`src/btps_pkg.sv`:
```
// Package for the battery trend and power-state core: field widths, codes, shared types.
// Depends on nothing; every other file uses it by scoped names.
`timescale 1ns / 1ps
package btps_pkg;
  localparam int unsigned LEVEL_W = 15;
  localparam int unsigned TIME_W = 32;
  localparam int unsigned RATE_W = 22;
  localparam int unsigned CFG_IDX_W = 3;
  localparam int unsigned CFG_DATA_W = 32;
  localparam logic [LEVEL_W-1:0] FULL_LEVEL = 15'd25600;
  localparam logic [21:0] MS_PER_HOUR = 22'd3600000;
  localparam logic signed [RATE_W-1:0] RATE_LIMIT = 22'sd1536000;

  typedef enum logic [1:0] {
    PS_UNKNOWN = 2'd0, PS_CHARGING = 2'd1, PS_FULL = 2'd2, PS_DISCHARGING = 2'd3
  } pstate_t;

  typedef enum logic [2:0] {
    CFG_WINDOW = 3'd0, CFG_GAP = 3'd1, CFG_SPAN = 3'd2, CFG_CHG_TH = 3'd3,
    CFG_DIS_TH = 3'd4, CFG_STB_TH = 3'd5, CFG_FULL = 3'd6, CFG_DEB = 3'd7
  } cfg_idx_t;

  typedef enum logic [2:0] {
    ST_IDLE, ST_WALK, ST_MUL, ST_DIV, ST_OUT
  } fsm_t;

  // Control from the sequencer to the cell row.
  typedef struct packed {
    logic clear;
    logic push;
    logic shift;
  } chain_ctl_t;
endpackage

```
`src/btps_if.sv`:
```
// Valid/ready channel interfaces for the input, result and configuration beats.
// Depends on btps_pkg.
`timescale 1ns / 1ps
interface btps_in_if;
  logic valid;
  logic ready;
  logic [15:0] soc_raw;
  logic [15:0] vcell_raw;
  logic [31:0] now_ms;
  modport source(output valid, soc_raw, vcell_raw, now_ms, input ready);
  modport sink(input valid, soc_raw, vcell_raw, now_ms, output ready);
endinterface

interface btps_out_if;
  logic valid;
  logic ready;
  logic [14:0] charge_level;
  logic [15:0] cell_voltage;
  logic signed [21:0] charge_rate;
  logic [1:0] power_state;
  logic external_power;
  modport source(output valid, charge_level, cell_voltage, charge_rate, power_state,
                 external_power, input ready);
  modport sink(input valid, charge_level, cell_voltage, charge_rate, power_state,
               external_power, output ready);
endinterface

interface btps_cfg_if;
  logic valid;
  logic ready;
  logic [btps_pkg::CFG_IDX_W-1:0] index;
  logic [btps_pkg::CFG_DATA_W-1:0] data;
  modport source(output valid, index, data, input ready);
  modport sink(input valid, index, data, output ready);
endinterface

```
`src/btps_cell.sv`:
```
// One history cell: holds a level, a time and a valid flag; loads its inputs on a push or a shift.
// Depends on btps_pkg.
`timescale 1ns / 1ps
module btps_cell (
  input  logic clk,
  input  logic rst_n,
  input  btps_pkg::chain_ctl_t ctl,
  input  logic                 in_vld,
  input  logic [btps_pkg::LEVEL_W-1:0] in_level,
  input  logic [btps_pkg::TIME_W-1:0]  in_time,
  output logic                 vld,
  output logic [btps_pkg::LEVEL_W-1:0] level,
  output logic [btps_pkg::TIME_W-1:0]  ts
);
  logic vld_r;
  logic [btps_pkg::LEVEL_W-1:0] level_r;
  logic [btps_pkg::TIME_W-1:0] ts_r;

  always_ff @(posedge clk) begin
    if (!rst_n || ctl.clear) begin
      vld_r <= 1'b0;
    end else if (ctl.push || ctl.shift) begin
      vld_r <= in_vld;
    end
  end

  always_ff @(posedge clk) begin
    if (ctl.push || ctl.shift) begin
      level_r <= in_level;
      ts_r <= in_time;
    end
  end

  assign vld = vld_r;
  assign level = level_r;
  assign ts = ts_r;
endmodule

```
`src/btps_div.sv`:
```
// Restoring divider, one quotient bit per cycle, unsigned 44 by 32 bits.
// Depends on btps_pkg.
`timescale 1ns / 1ps
module btps_div (
  input  logic clk,
  input  logic rst_n,
  input  logic start,
  input  logic [43:0] dividend,
  input  logic [btps_pkg::TIME_W-1:0] divisor,
  output logic busy,
  output logic [43:0] quotient
);
  logic [43:0] q_r;
  logic [32:0] rem_r;
  logic [btps_pkg::TIME_W-1:0] d_r;
  logic [5:0] cnt_r;
  logic busy_r;
  logic [32:0] trial;
  logic [33:0] diff;

  assign trial = {rem_r[31:0], q_r[43]};
  assign diff = {1'b0, trial} - {2'b0, d_r};

  always_ff @(posedge clk) begin
    if (!rst_n) begin
      busy_r <= 1'b0;
      cnt_r <= '0;
    end else if (start) begin
      busy_r <= 1'b1;
      cnt_r <= 6'd44;
    end else if (busy_r) begin
      cnt_r <= cnt_r - 6'd1;
      if (cnt_r == 6'd1) busy_r <= 1'b0;
    end
  end

  always_ff @(posedge clk) begin
    if (start) begin
      q_r <= dividend;
      rem_r <= '0;
      d_r <= divisor;
    end else if (busy_r) begin
      if (!diff[33]) begin
        rem_r <= diff[32:0];
        q_r <= {q_r[42:0], 1'b1};
      end else begin
        rem_r <= trial;
        q_r <= {q_r[42:0], 1'b0};
      end
    end
  end

  assign busy = busy_r;
  assign quotient = q_r;
endmodule

```
`src/battery_trend_power_state_core.sv`:
```
// Top level of the battery trend and power-state core: sequencer, cell row, divider.
// Depends on btps_pkg, btps_if, btps_cell and btps_div.
`timescale 1ns / 1ps
// One reading is taken at a time. Its level and timestamp are pushed into the newest end of a
// row of HISTORY_DEPTH cells. The row then rotates one place a cycle towards the newest end, so
// that the second cell sees the stored entries from one older than the newest down to the
// oldest. Each is compared with the window start, and the last entry that is inside the window
// is kept as the oldest. After HISTORY_DEPTH steps every entry is back where it was. The
// charge difference is then scaled by 3600000, and the product is loaded into a restoring
// divider that forms the rate. The next reading can be accepted from the cycle after the
// result has been taken, not before it. The result waits in an output register. No clearing
// pass is needed after reset: the cells carry valid flags. Configuration beats are always
// accepted and are to be sent only while idle.
module battery_trend_power_state_core #(
  parameter int unsigned HISTORY_DEPTH = 32
) (
  input logic clk,
  input logic rst_n,
  btps_in_if.sink    in_ch,
  btps_out_if.source out_ch,
  btps_cfg_if.sink   cfg_ch
);
  localparam int unsigned CW = $clog2(HISTORY_DEPTH + 1);

  // Configuration registers.
  logic [31:0] win_r, gap_r, span_r;
  logic signed [21:0] chg_th_r, dis_th_r, stb_th_r;
  logic [14:0] full_r;
  logic [7:0] deb_r;

  assign cfg_ch.ready = 1'b1;
  always_ff @(posedge clk) begin
    if (!rst_n) begin
      win_r <= 32'd120000;
      gap_r <= 32'd90000;
      span_r <= 32'd60000;
      chg_th_r <= 22'sd384;
      dis_th_r <= -22'sd128;
      stb_th_r <= -22'sd26;
      full_r <= 15'd25344;
      deb_r <= 8'd2;
    end else if (cfg_ch.valid) begin
      unique case (btps_pkg::cfg_idx_t'(cfg_ch.index))
        btps_pkg::CFG_WINDOW: win_r <= cfg_ch.data;
        btps_pkg::CFG_GAP:    gap_r <= cfg_ch.data;
        btps_pkg::CFG_SPAN:   span_r <= cfg_ch.data;
        btps_pkg::CFG_CHG_TH: chg_th_r <= cfg_ch.data[21:0];
        btps_pkg::CFG_DIS_TH: dis_th_r <= cfg_ch.data[21:0];
        btps_pkg::CFG_STB_TH: stb_th_r <= cfg_ch.data[21:0];
        btps_pkg::CFG_FULL:   full_r <= cfg_ch.data[14:0];
        btps_pkg::CFG_DEB:    deb_r <= cfg_ch.data[7:0];
        default: ;
      endcase
    end
  end

  btps_pkg::fsm_t state_r, state_nxt;
  btps_pkg::chain_ctl_t ctl;
  btps_pkg::chain_ctl_t cell_ctl;
  logic accept;
  logic [CW-1:0] walk_r;
  logic walk_done_r;
  logic [31:0] prev_r, nt_r, start_r, ot_r;
  logic [14:0] nl_r, ol_r, lvl_r;
  logic [15:0] volt_r;
  logic oldest_set_r;
  logic signed [15:0] diff_r;
  logic neg_r;
  logic div_start;
  logic div_busy;
  logic [43:0] quot;
  logic [1:0] last_raw_r, held_r;
  logic [7:0] rep_r;
  logic out_valid_r;
  logic signed [21:0] rate_r;

  // The cell row; cell 0 is the newest end.
  logic [HISTORY_DEPTH-1:0] c_vld;
  logic [14:0] c_lvl [HISTORY_DEPTH];
  logic [31:0] c_ts [HISTORY_DEPTH];
  logic [14:0] level_in;
  logic gap_clear;

  assign accept = in_ch.valid && in_ch.ready;
  assign level_in = (in_ch.soc_raw > {1'b0, btps_pkg::FULL_LEVEL}) ?
                    btps_pkg::FULL_LEVEL : in_ch.soc_raw[14:0];
  assign gap_clear = (prev_r != 32'd0) && (in_ch.now_ms > prev_r) &&
                     ((in_ch.now_ms - prev_r) > gap_r);

  // The cells never see the clear directly: the row drops old entries through its body
  // inputs, so that the head keeps the entry pushed in the same cycle.
  always_comb begin
    ctl.clear = accept && gap_clear;
    ctl.push = accept;
    ctl.shift = (state_r == btps_pkg::ST_WALK);
    cell_ctl.clear = 1'b0;
    cell_ctl.push = ctl.push;
    cell_ctl.shift = ctl.shift;
  end

  // On a push the row moves one place older; on a walk step it rotates one place towards the
  // newest end, so that after HISTORY_DEPTH steps every entry is back where it was.
  for (genvar i = 0; i < HISTORY_DEPTH; i++) begin : g_cell
    localparam int unsigned NXT = (i + 1) % HISTORY_DEPTH;
    logic v_in;
    logic [14:0] l_in;
    logic [31:0] t_in;
    if (i == 0) begin : g_head
      assign v_in = ctl.push ? 1'b1 : c_vld[NXT];
      assign l_in = ctl.push ? level_in : c_lvl[NXT];
      assign t_in = ctl.push ? in_ch.now_ms : c_ts[NXT];
    end else begin : g_body
      assign v_in = ctl.push ? (c_vld[i-1] && !ctl.clear) : c_vld[NXT];
      assign l_in = ctl.push ? c_lvl[i-1] : c_lvl[NXT];
      assign t_in = ctl.push ? c_ts[i-1] : c_ts[NXT];
    end
    btps_cell u_cell (
      .clk(clk), .rst_n(rst_n),
      .ctl(cell_ctl),
      .in_vld(v_in), .in_level(l_in), .in_time(t_in),
      .vld(c_vld[i]), .level(c_lvl[i]), .ts(c_ts[i])
    );
  end

  // The second cell's view as the row rotates: at walk step k it holds the entry k places older
  // than the newest. The walk stops extending at an invalid entry or one before the window start.
  logic probe_vld;
  logic [31:0] probe_ts;
  logic [14:0] probe_lvl;
  assign probe_vld = c_vld[1];
  assign probe_ts = c_ts[1];
  assign probe_lvl = c_lvl[1];

  always_comb begin
    state_nxt = state_r;
    unique case (state_r)
      btps_pkg::ST_IDLE: if (accept) state_nxt = btps_pkg::ST_WALK;
      btps_pkg::ST_WALK: if (walk_r == CW'(HISTORY_DEPTH)) state_nxt = btps_pkg::ST_MUL;
      btps_pkg::ST_MUL:  state_nxt = btps_pkg::ST_DIV;
      btps_pkg::ST_DIV:  if (!div_busy) state_nxt = btps_pkg::ST_OUT;
      btps_pkg::ST_OUT:  if (out_valid_r && out_ch.ready) state_nxt = btps_pkg::ST_IDLE;
      default: state_nxt = btps_pkg::ST_IDLE;
    endcase
  end

  always_comb begin
    in_ch.ready = (state_r == btps_pkg::ST_IDLE);
    div_start = (state_r == btps_pkg::ST_MUL);
  end

  always_ff @(posedge clk) begin
    if (!rst_n) begin
      state_r <= btps_pkg::ST_IDLE;
      prev_r <= '0;
    end else begin
      state_r <= state_nxt;
      if (accept) prev_r <= in_ch.now_ms;
    end
  end

  // Walk: on the first rotation step the second cell holds the entry one older than the newest.
  always_ff @(posedge clk) begin
    if (accept) begin
      walk_r <= CW'(1);
      walk_done_r <= 1'b0;
      oldest_set_r <= 1'b0;
      nt_r <= in_ch.now_ms;
      nl_r <= level_in;
      lvl_r <= level_in;
      volt_r <= in_ch.vcell_raw;
      start_r <= (in_ch.now_ms >= win_r) ? in_ch.now_ms - win_r : 32'd0;
    end else if (state_r == btps_pkg::ST_WALK) begin
      walk_r <= walk_r + CW'(1);
      if (!walk_done_r && walk_r < CW'(HISTORY_DEPTH)) begin
        if (!probe_vld || probe_ts < start_r) begin
          walk_done_r <= 1'b1;
        end else begin
          oldest_set_r <= 1'b1;
          ot_r <= probe_ts;
          ol_r <= probe_lvl;
        end
      end
    end
  end

  // A trend needs an older entry inside the window, time moving forward and a long enough span.
  logic trend_ok;
  logic [31:0] span;
  assign span = nt_r - ot_r;
  assign trend_ok = oldest_set_r && (nt_r > ot_r) && (span >= span_r);

  always_ff @(posedge clk) begin
    if (state_r == btps_pkg::ST_WALK && walk_r == CW'(HISTORY_DEPTH)) begin
      diff_r <= $signed({1'b0, nl_r}) - $signed({1'b0, ol_r});
    end
    if (state_r == btps_pkg::ST_MUL) begin
      neg_r <= diff_r[15];
    end
  end

  logic [15:0] mag;
  assign mag = diff_r[15] ? 16'(-diff_r) : 16'(diff_r);
  logic [43:0] prod_c;
  assign prod_c = 44'(mag) * 44'(btps_pkg::MS_PER_HOUR);

  btps_div u_div (
    .clk(clk), .rst_n(rst_n), .start(div_start),
    .dividend(prod_c), .divisor(span), .busy(div_busy), .quotient(quot)
  );

  logic signed [21:0] rate_c;
  logic [1:0] raw_c;
  always_comb begin
    logic signed [21:0] r;
    r = (quot > 44'(btps_pkg::RATE_LIMIT)) ? btps_pkg::RATE_LIMIT : 22'(quot);
    rate_c = !trend_ok ? 22'sd0 : (neg_r ? -r : r);
    priority if (trend_ok && rate_c > chg_th_r) raw_c = btps_pkg::PS_CHARGING;
    else if (lvl_r >= full_r && rate_c >= stb_th_r) raw_c = btps_pkg::PS_FULL;
    else if (!trend_ok) raw_c = btps_pkg::PS_UNKNOWN;
    else if (rate_c < dis_th_r) raw_c = btps_pkg::PS_DISCHARGING;
    else raw_c = btps_pkg::PS_UNKNOWN;
  end

  logic finish;
  logic [7:0] rep_c;
  assign finish = (state_r == btps_pkg::ST_DIV) && !div_busy;
  assign rep_c = (raw_c != last_raw_r) ? 8'd1 : ((rep_r == 8'd255) ? rep_r : rep_r + 8'd1);

  always_ff @(posedge clk) begin
    if (!rst_n) begin
      last_raw_r <= '0;
      held_r <= '0;
      rep_r <= '0;
      out_valid_r <= 1'b0;
    end else begin
      if (accept && gap_clear) begin
        last_raw_r <= '0;
        held_r <= '0;
        rep_r <= '0;
      end else if (finish) begin
        last_raw_r <= raw_c;
        rep_r <= rep_c;
        if (rep_c >= deb_r) held_r <= raw_c;
      end
      if (finish) out_valid_r <= 1'b1;
      else if (out_ch.ready) out_valid_r <= 1'b0;
    end
  end

  always_ff @(posedge clk) begin
    if (finish) rate_r <= rate_c;
  end

  assign out_ch.valid = out_valid_r;
  assign out_ch.charge_level = lvl_r;
  assign out_ch.cell_voltage = volt_r;
  assign out_ch.charge_rate = rate_r;
  assign out_ch.power_state = held_r;
  assign out_ch.external_power = (held_r == btps_pkg::PS_CHARGING) ||
                                 (held_r == btps_pkg::PS_FULL);

`ifndef ASSERT_OFF
  a_ready_idle: assert property (@(posedge clk) disable iff (!rst_n)
    in_ch.ready |-> !out_valid_r) else $error("input taken while result pending");
  a_no_div_out: assert property (@(posedge clk) disable iff (!rst_n)
    out_valid_r |-> !div_busy) else $error("divider busy with result shown");
  a_held_stable: assert property (@(posedge clk) disable iff (!rst_n)
    (out_valid_r && !out_ch.ready) |=> $stable(rate_r)) else $error("rate moved");
`endif
endmodule

```
`src/flat_wrapper.sv`:
```
// flat-port wrapper written by rule: the top's interface ports become plain ports
module battery_trend_power_state_core_flat 
#(
  parameter int unsigned HISTORY_DEPTH = 32
)
  (clk, rst_n, in_ch_valid, in_ch_soc_raw, in_ch_vcell_raw, in_ch_now_ms, in_ch_ready, out_ch_valid, out_ch_charge_level, out_ch_cell_voltage, out_ch_charge_rate, out_ch_power_state, out_ch_external_power, out_ch_ready, cfg_ch_valid, cfg_ch_index, cfg_ch_data, cfg_ch_ready);
  btps_in_if in_ch_i ();
  btps_out_if out_ch_i ();
  btps_cfg_if cfg_ch_i ();
  input logic clk;
  input logic rst_n;
  input wire logic [$bits(in_ch_i.valid)-1:0] in_ch_valid;
  input wire logic [$bits(in_ch_i.soc_raw)-1:0] in_ch_soc_raw;
  input wire logic [$bits(in_ch_i.vcell_raw)-1:0] in_ch_vcell_raw;
  input wire logic [$bits(in_ch_i.now_ms)-1:0] in_ch_now_ms;
  output wire logic [$bits(in_ch_i.ready)-1:0] in_ch_ready;
  output wire logic [$bits(out_ch_i.valid)-1:0] out_ch_valid;
  output wire logic [$bits(out_ch_i.charge_level)-1:0] out_ch_charge_level;
  output wire logic [$bits(out_ch_i.cell_voltage)-1:0] out_ch_cell_voltage;
  output wire logic [$bits(out_ch_i.charge_rate)-1:0] out_ch_charge_rate;
  output wire logic [$bits(out_ch_i.power_state)-1:0] out_ch_power_state;
  output wire logic [$bits(out_ch_i.external_power)-1:0] out_ch_external_power;
  input wire logic [$bits(out_ch_i.ready)-1:0] out_ch_ready;
  input wire logic [$bits(cfg_ch_i.valid)-1:0] cfg_ch_valid;
  input wire logic [$bits(cfg_ch_i.index)-1:0] cfg_ch_index;
  input wire logic [$bits(cfg_ch_i.data)-1:0] cfg_ch_data;
  output wire logic [$bits(cfg_ch_i.ready)-1:0] cfg_ch_ready;
  assign in_ch_i.valid = in_ch_valid;
  assign in_ch_i.soc_raw = in_ch_soc_raw;
  assign in_ch_i.vcell_raw = in_ch_vcell_raw;
  assign in_ch_i.now_ms = in_ch_now_ms;
  assign in_ch_ready = in_ch_i.ready;
  assign out_ch_valid = out_ch_i.valid;
  assign out_ch_charge_level = out_ch_i.charge_level;
  assign out_ch_cell_voltage = out_ch_i.cell_voltage;
  assign out_ch_charge_rate = out_ch_i.charge_rate;
  assign out_ch_power_state = out_ch_i.power_state;
  assign out_ch_external_power = out_ch_i.external_power;
  assign out_ch_i.ready = out_ch_ready;
  assign cfg_ch_i.valid = cfg_ch_valid;
  assign cfg_ch_i.index = cfg_ch_index;
  assign cfg_ch_i.data = cfg_ch_data;
  assign cfg_ch_ready = cfg_ch_i.ready;
  battery_trend_power_state_core #(.HISTORY_DEPTH(HISTORY_DEPTH)) u_core (.clk(clk), .rst_n(rst_n), .in_ch(in_ch_i), .out_ch(out_ch_i), .cfg_ch(cfg_ch_i));
endmodule
```
`config.mk`:
```
export PLATFORM = sky130hd
export DESIGN_NAME = battery_trend_power_state_core_flat
export DESIGN_NICKNAME = d
export VERILOG_FILES = /design/src/btps_pkg.sv /design/src/btps_if.sv /design/src/btps_cell.sv /design/src/btps_div.sv /design/src/battery_trend_power_state_core.sv /design/src/flat_wrapper.sv
export SDC_FILE = /design/constraint.sdc
export NUM_CORES = 2
export LEC_CHECK = 0
export BUFFER_PORTS_ARGS = -buffer_cell sky130_fd_sc_hd__buf_2
export CAP_MARGIN = 30
export CORE_MARGIN = 10
export CORE_UTILIZATION = 55
export DETAILED_ROUTE_END_ITERATION = 10
export PLACE_DENSITY_LB_ADDON = 0.3
export SLEW_MARGIN = 0
export SYNTH_ARGS = -nofsm -noshare
export SYNTH_HDL_FRONTEND = slang
export SYNTH_SLANG_ARGS = --single-unit
```
`constraint.sdc`:
```
create_clock -name clk -period 69.6 [get_ports clk]
set_input_delay 10.44 -clock clk [delete_from_list [all_inputs] [get_ports clk]]
set_output_delay 10.44 -clock clk [all_outputs]
set_load 0.1 [all_outputs]
```
==> flow_summary.toml <==
[place]
io_buffers = 161
hpwl_um = 155000
place_congestion = 0.922
placed_cells = 12800

[synthesis]
postSynthCellCount = 10600
synthFlopType = "edfxtp_1"
yosys_warnings = 0
netlist_area_um2 = 101000
synth_area_leaders = "edfxtp_1 52%, nand2_1 18%, dfxtp_1 6.4%"
synth.avg_cell_area_um2 = 9.62
async_flop_share_pct = 0
ys_seq_area_share_pct = 58.1
yosys.area.top_type = "edfxtp_1"
synth_edf_count = 1748
ys_types = 82
synth.most_common_cell = "nand2_1"
synth_common_cells = "4964 x nand2_1, 1748 x edfxtp_1, 554 x inv_1"
syn-num-nets = 11200
ys_seq_elements = 2073
synth.top_cell.area_share_pct = 51.7

[timing]
timing.final.crit_share_pct = 22.7
rsz0062_at_grt = "false"
fin_crit_ns = 15.82
final-setup-viol-count = 0
final_hold_viol_count = 0
finClkSkew_ns = 0.0814
max_freq_mhz = 63.2
worst_slew_pin_slew_ns = 1.14
fin_setup_tns_ns = 0
max-slew-margin-rel_pct = 23.8
drv_slew = 0

[route]
firstDrtPassIters = 7
vias_per_cell = 5.46
drc = 0
drt_iter0_markers = 6605
ant_nets = 0
wire_per_inst_um = 17.6
vias = 72000
routed_wl_um = 232000

[clocking]
postCtsSetupBuffers = 0
clockBufferDepth = 3
htree_num_levels = 4
cts_root_buffer = "clkbuf_16"
cts_tree = "built"
cts_buffers = 205
cts-resized-gates = 0
clk_pin_slew_worst_paths_ns = 0.06
numClockSinks = 2073
hold_buffers = 0
clk_latency_ns = 0.85

[critical_path]
cp_data_required_time_ns = 70.35
cpMostUsedCell = "o21ai_0"
critPathSlowestCell = "a41oi_1"
cp.depth = 24
cp.arrival_ns = 16.57
cp_cell_sequence = "buf_2 -> ha_1 -> nor2b_1 -> o21ai_0 -> a21boi_0 -> o21ai_0 -> a21oi_1 -> a41oi_1 -> o21ai_0 -> a41oi_1 -> o21ai_0 -> a311oi_1 -> xnor2_1 -> ha_1 -> a21o_1 -> a21o_1 -> a221oi_1 -> o221a_2 -> nand2_1 -> o211ai_1 -> buf_4 -> nand2_1 -> a211o_1 -> o21ai_0"
cp-end-kind = "flop"
path_buf_inv = 2
max_stage_delay_ns = 0.64
critPathKind = "input pin to flop"
crit_family = "compound AO/OA/AOI/OAI gates"
worstPathMaxFanout = 34
startpoint_type = "input pin"
rr_worst_depth = 43

[layout]
multi_input_area_um2 = 38600
stdcell_count = 13200
regArea_um2 = 59000
fin_nets = 11200
area_delta_synth_final_pct = 9.69
fillers = 15100
fin_util_pct = 60.7
drive_gt1_share_pct = 5.60

[pwr]
leakagePower_uw = 0.0491
vdd_drop_max_mv = 0.0259
p_per_area_nw_per_um2 = 29.7

[grt]
grt_overflow_total = 0
first_global_vias = 70300
grt_max_degree = 239
antenna_found_initial = 6
grt_pass1_wl_um = 370000
grtUsageTotal_pct = 22.2

[floorplanning]
start_util_pct = 55.4
core_um2 = 183000
placementRows = 157
die_width_um = 450
die-area_um2 = 202000
die_h_um = 450
pin_count = 163

[worst_hold_path]
hold_path_class = "flop to flop"
min_path_cells = 2

[status]
status = "complete, no violations"

[run]
drv_cap = 0
[tightest hold or removal path, stage by stage, from the launching register on]
cell and delay, ns:
dfxtp_1 0.31, nand2_1 0.05, a21oi_1 0.05
[through the flow]
step / power [µW] / cell area (µm²) / setup slack [ns] / hold slack [ns]
after floorplan: 2260 / 101000 / 13.15 / 0.435
after global placement: 2190 / 104000 / 53.01 / 0.442
after detailed placement: 2220 / 104000 / 53.03 / 0.447
after CTS: 3330 / 111000 / 53.90 / 0.455
after global routing: 3470 / 111000 / 53.31 / 0.471
final: 3300 / 111000 / 53.78 / 0.452
[metal layers]
metal  up-vias  track usage, %  wire length, µm
met5         -           0.497              167
met4         7            8.15             8460
met3       410            3.71            11500
met2      1651            37.2           113000
met1     34900            29.0            99000
li1      35000               -                -
[report_power, final]
group | total [µW] | internal (µW) | switching [µW]
logic | 484 | 162 | 322
registers | 1720 | 1610 | 110
clock network | 1100 | 616 | 484
[cell usage in the layout (no fill, tap or decap), drive strengths merged, types with 47 or more instances in the layout]
master,count
o21ai,159
nand3,73
xnor2,104
clkbuf,257
nand2,4965
xor2,61
clkinv,100
nand2b,47
fa,121
nor3,62
o211ai,78
edfxtp,1748
inv,564
a21o,140
ha,448
a21oi,401
dfxtp,325
buf,248
nand4,55
nor2,255
[final timing paths]
| kind | start | endpoint | slack, ns |
|---|---|---|---|
| max | in_ch_now_ms[1] | u_core.rep_r[1] | 53.78 |
| min | u_core.span_r[17] | u_core.span_r[17] | 0.45 |
| max reg2reg | u_core.ot_r[0] | u_core.out_ch.power_state[0] | 58.21 |
| min reg2reg | u_core.span_r[17] | u_core.span_r[17] | 0.45 |
[cells by family (layout without fill, tap and decap cells)]
| logic type | Yosys count | in the layout | share of synthesized area (%) |
|---|---|---|---|
| other cells | 1 | 6 | 0.00370 |
| buf+inv | 1028 | 1192 | 3.82 |
| fa+ha+maj | 569 | 569 | 7.91 |
| simple gates | 5635 | 5635 | 21.8 |
| flops | 2073 | 2073 | 58.1 |
| xor+xnor | 165 | 165 | 1.42 |
| compound gates | 1043 | 1043 | 6.52 |
| mux | 36 | 36 | 0.371 |
[cell type report]
class	count	area share [%]
Antenna cell	5	0.0112
Clock buffer	257	4.88
Clock inverter	131	1.15
Inverter	556	1.88
Multi-Input combinational cell	7449	34.7
Sequential cell	2073	53.0
Tap cell	2464	2.77
Timing Repair Buffer	248	1.58
[registers in the layout, summed over array words and instances, names as in the netlist, 32 cells and up]
signal	flops
u_core.ot_r	32
u_core.gap_r	32
u_core.u_div.quotient	44
u_core.u_div.rem_r	32
u_core.g_cell.u_cell.vld	32
u_core.span_r	32
u_core.win_r	32
u_core.g_cell.u_cell.level	480
u_core.prev_r	32
u_core.u_div.d_r	32
u_core.start_r	32
u_core.nt_r	32
u_core.g_cell.u_cell.ts	1024
Power figures use the tool's default switching activity.
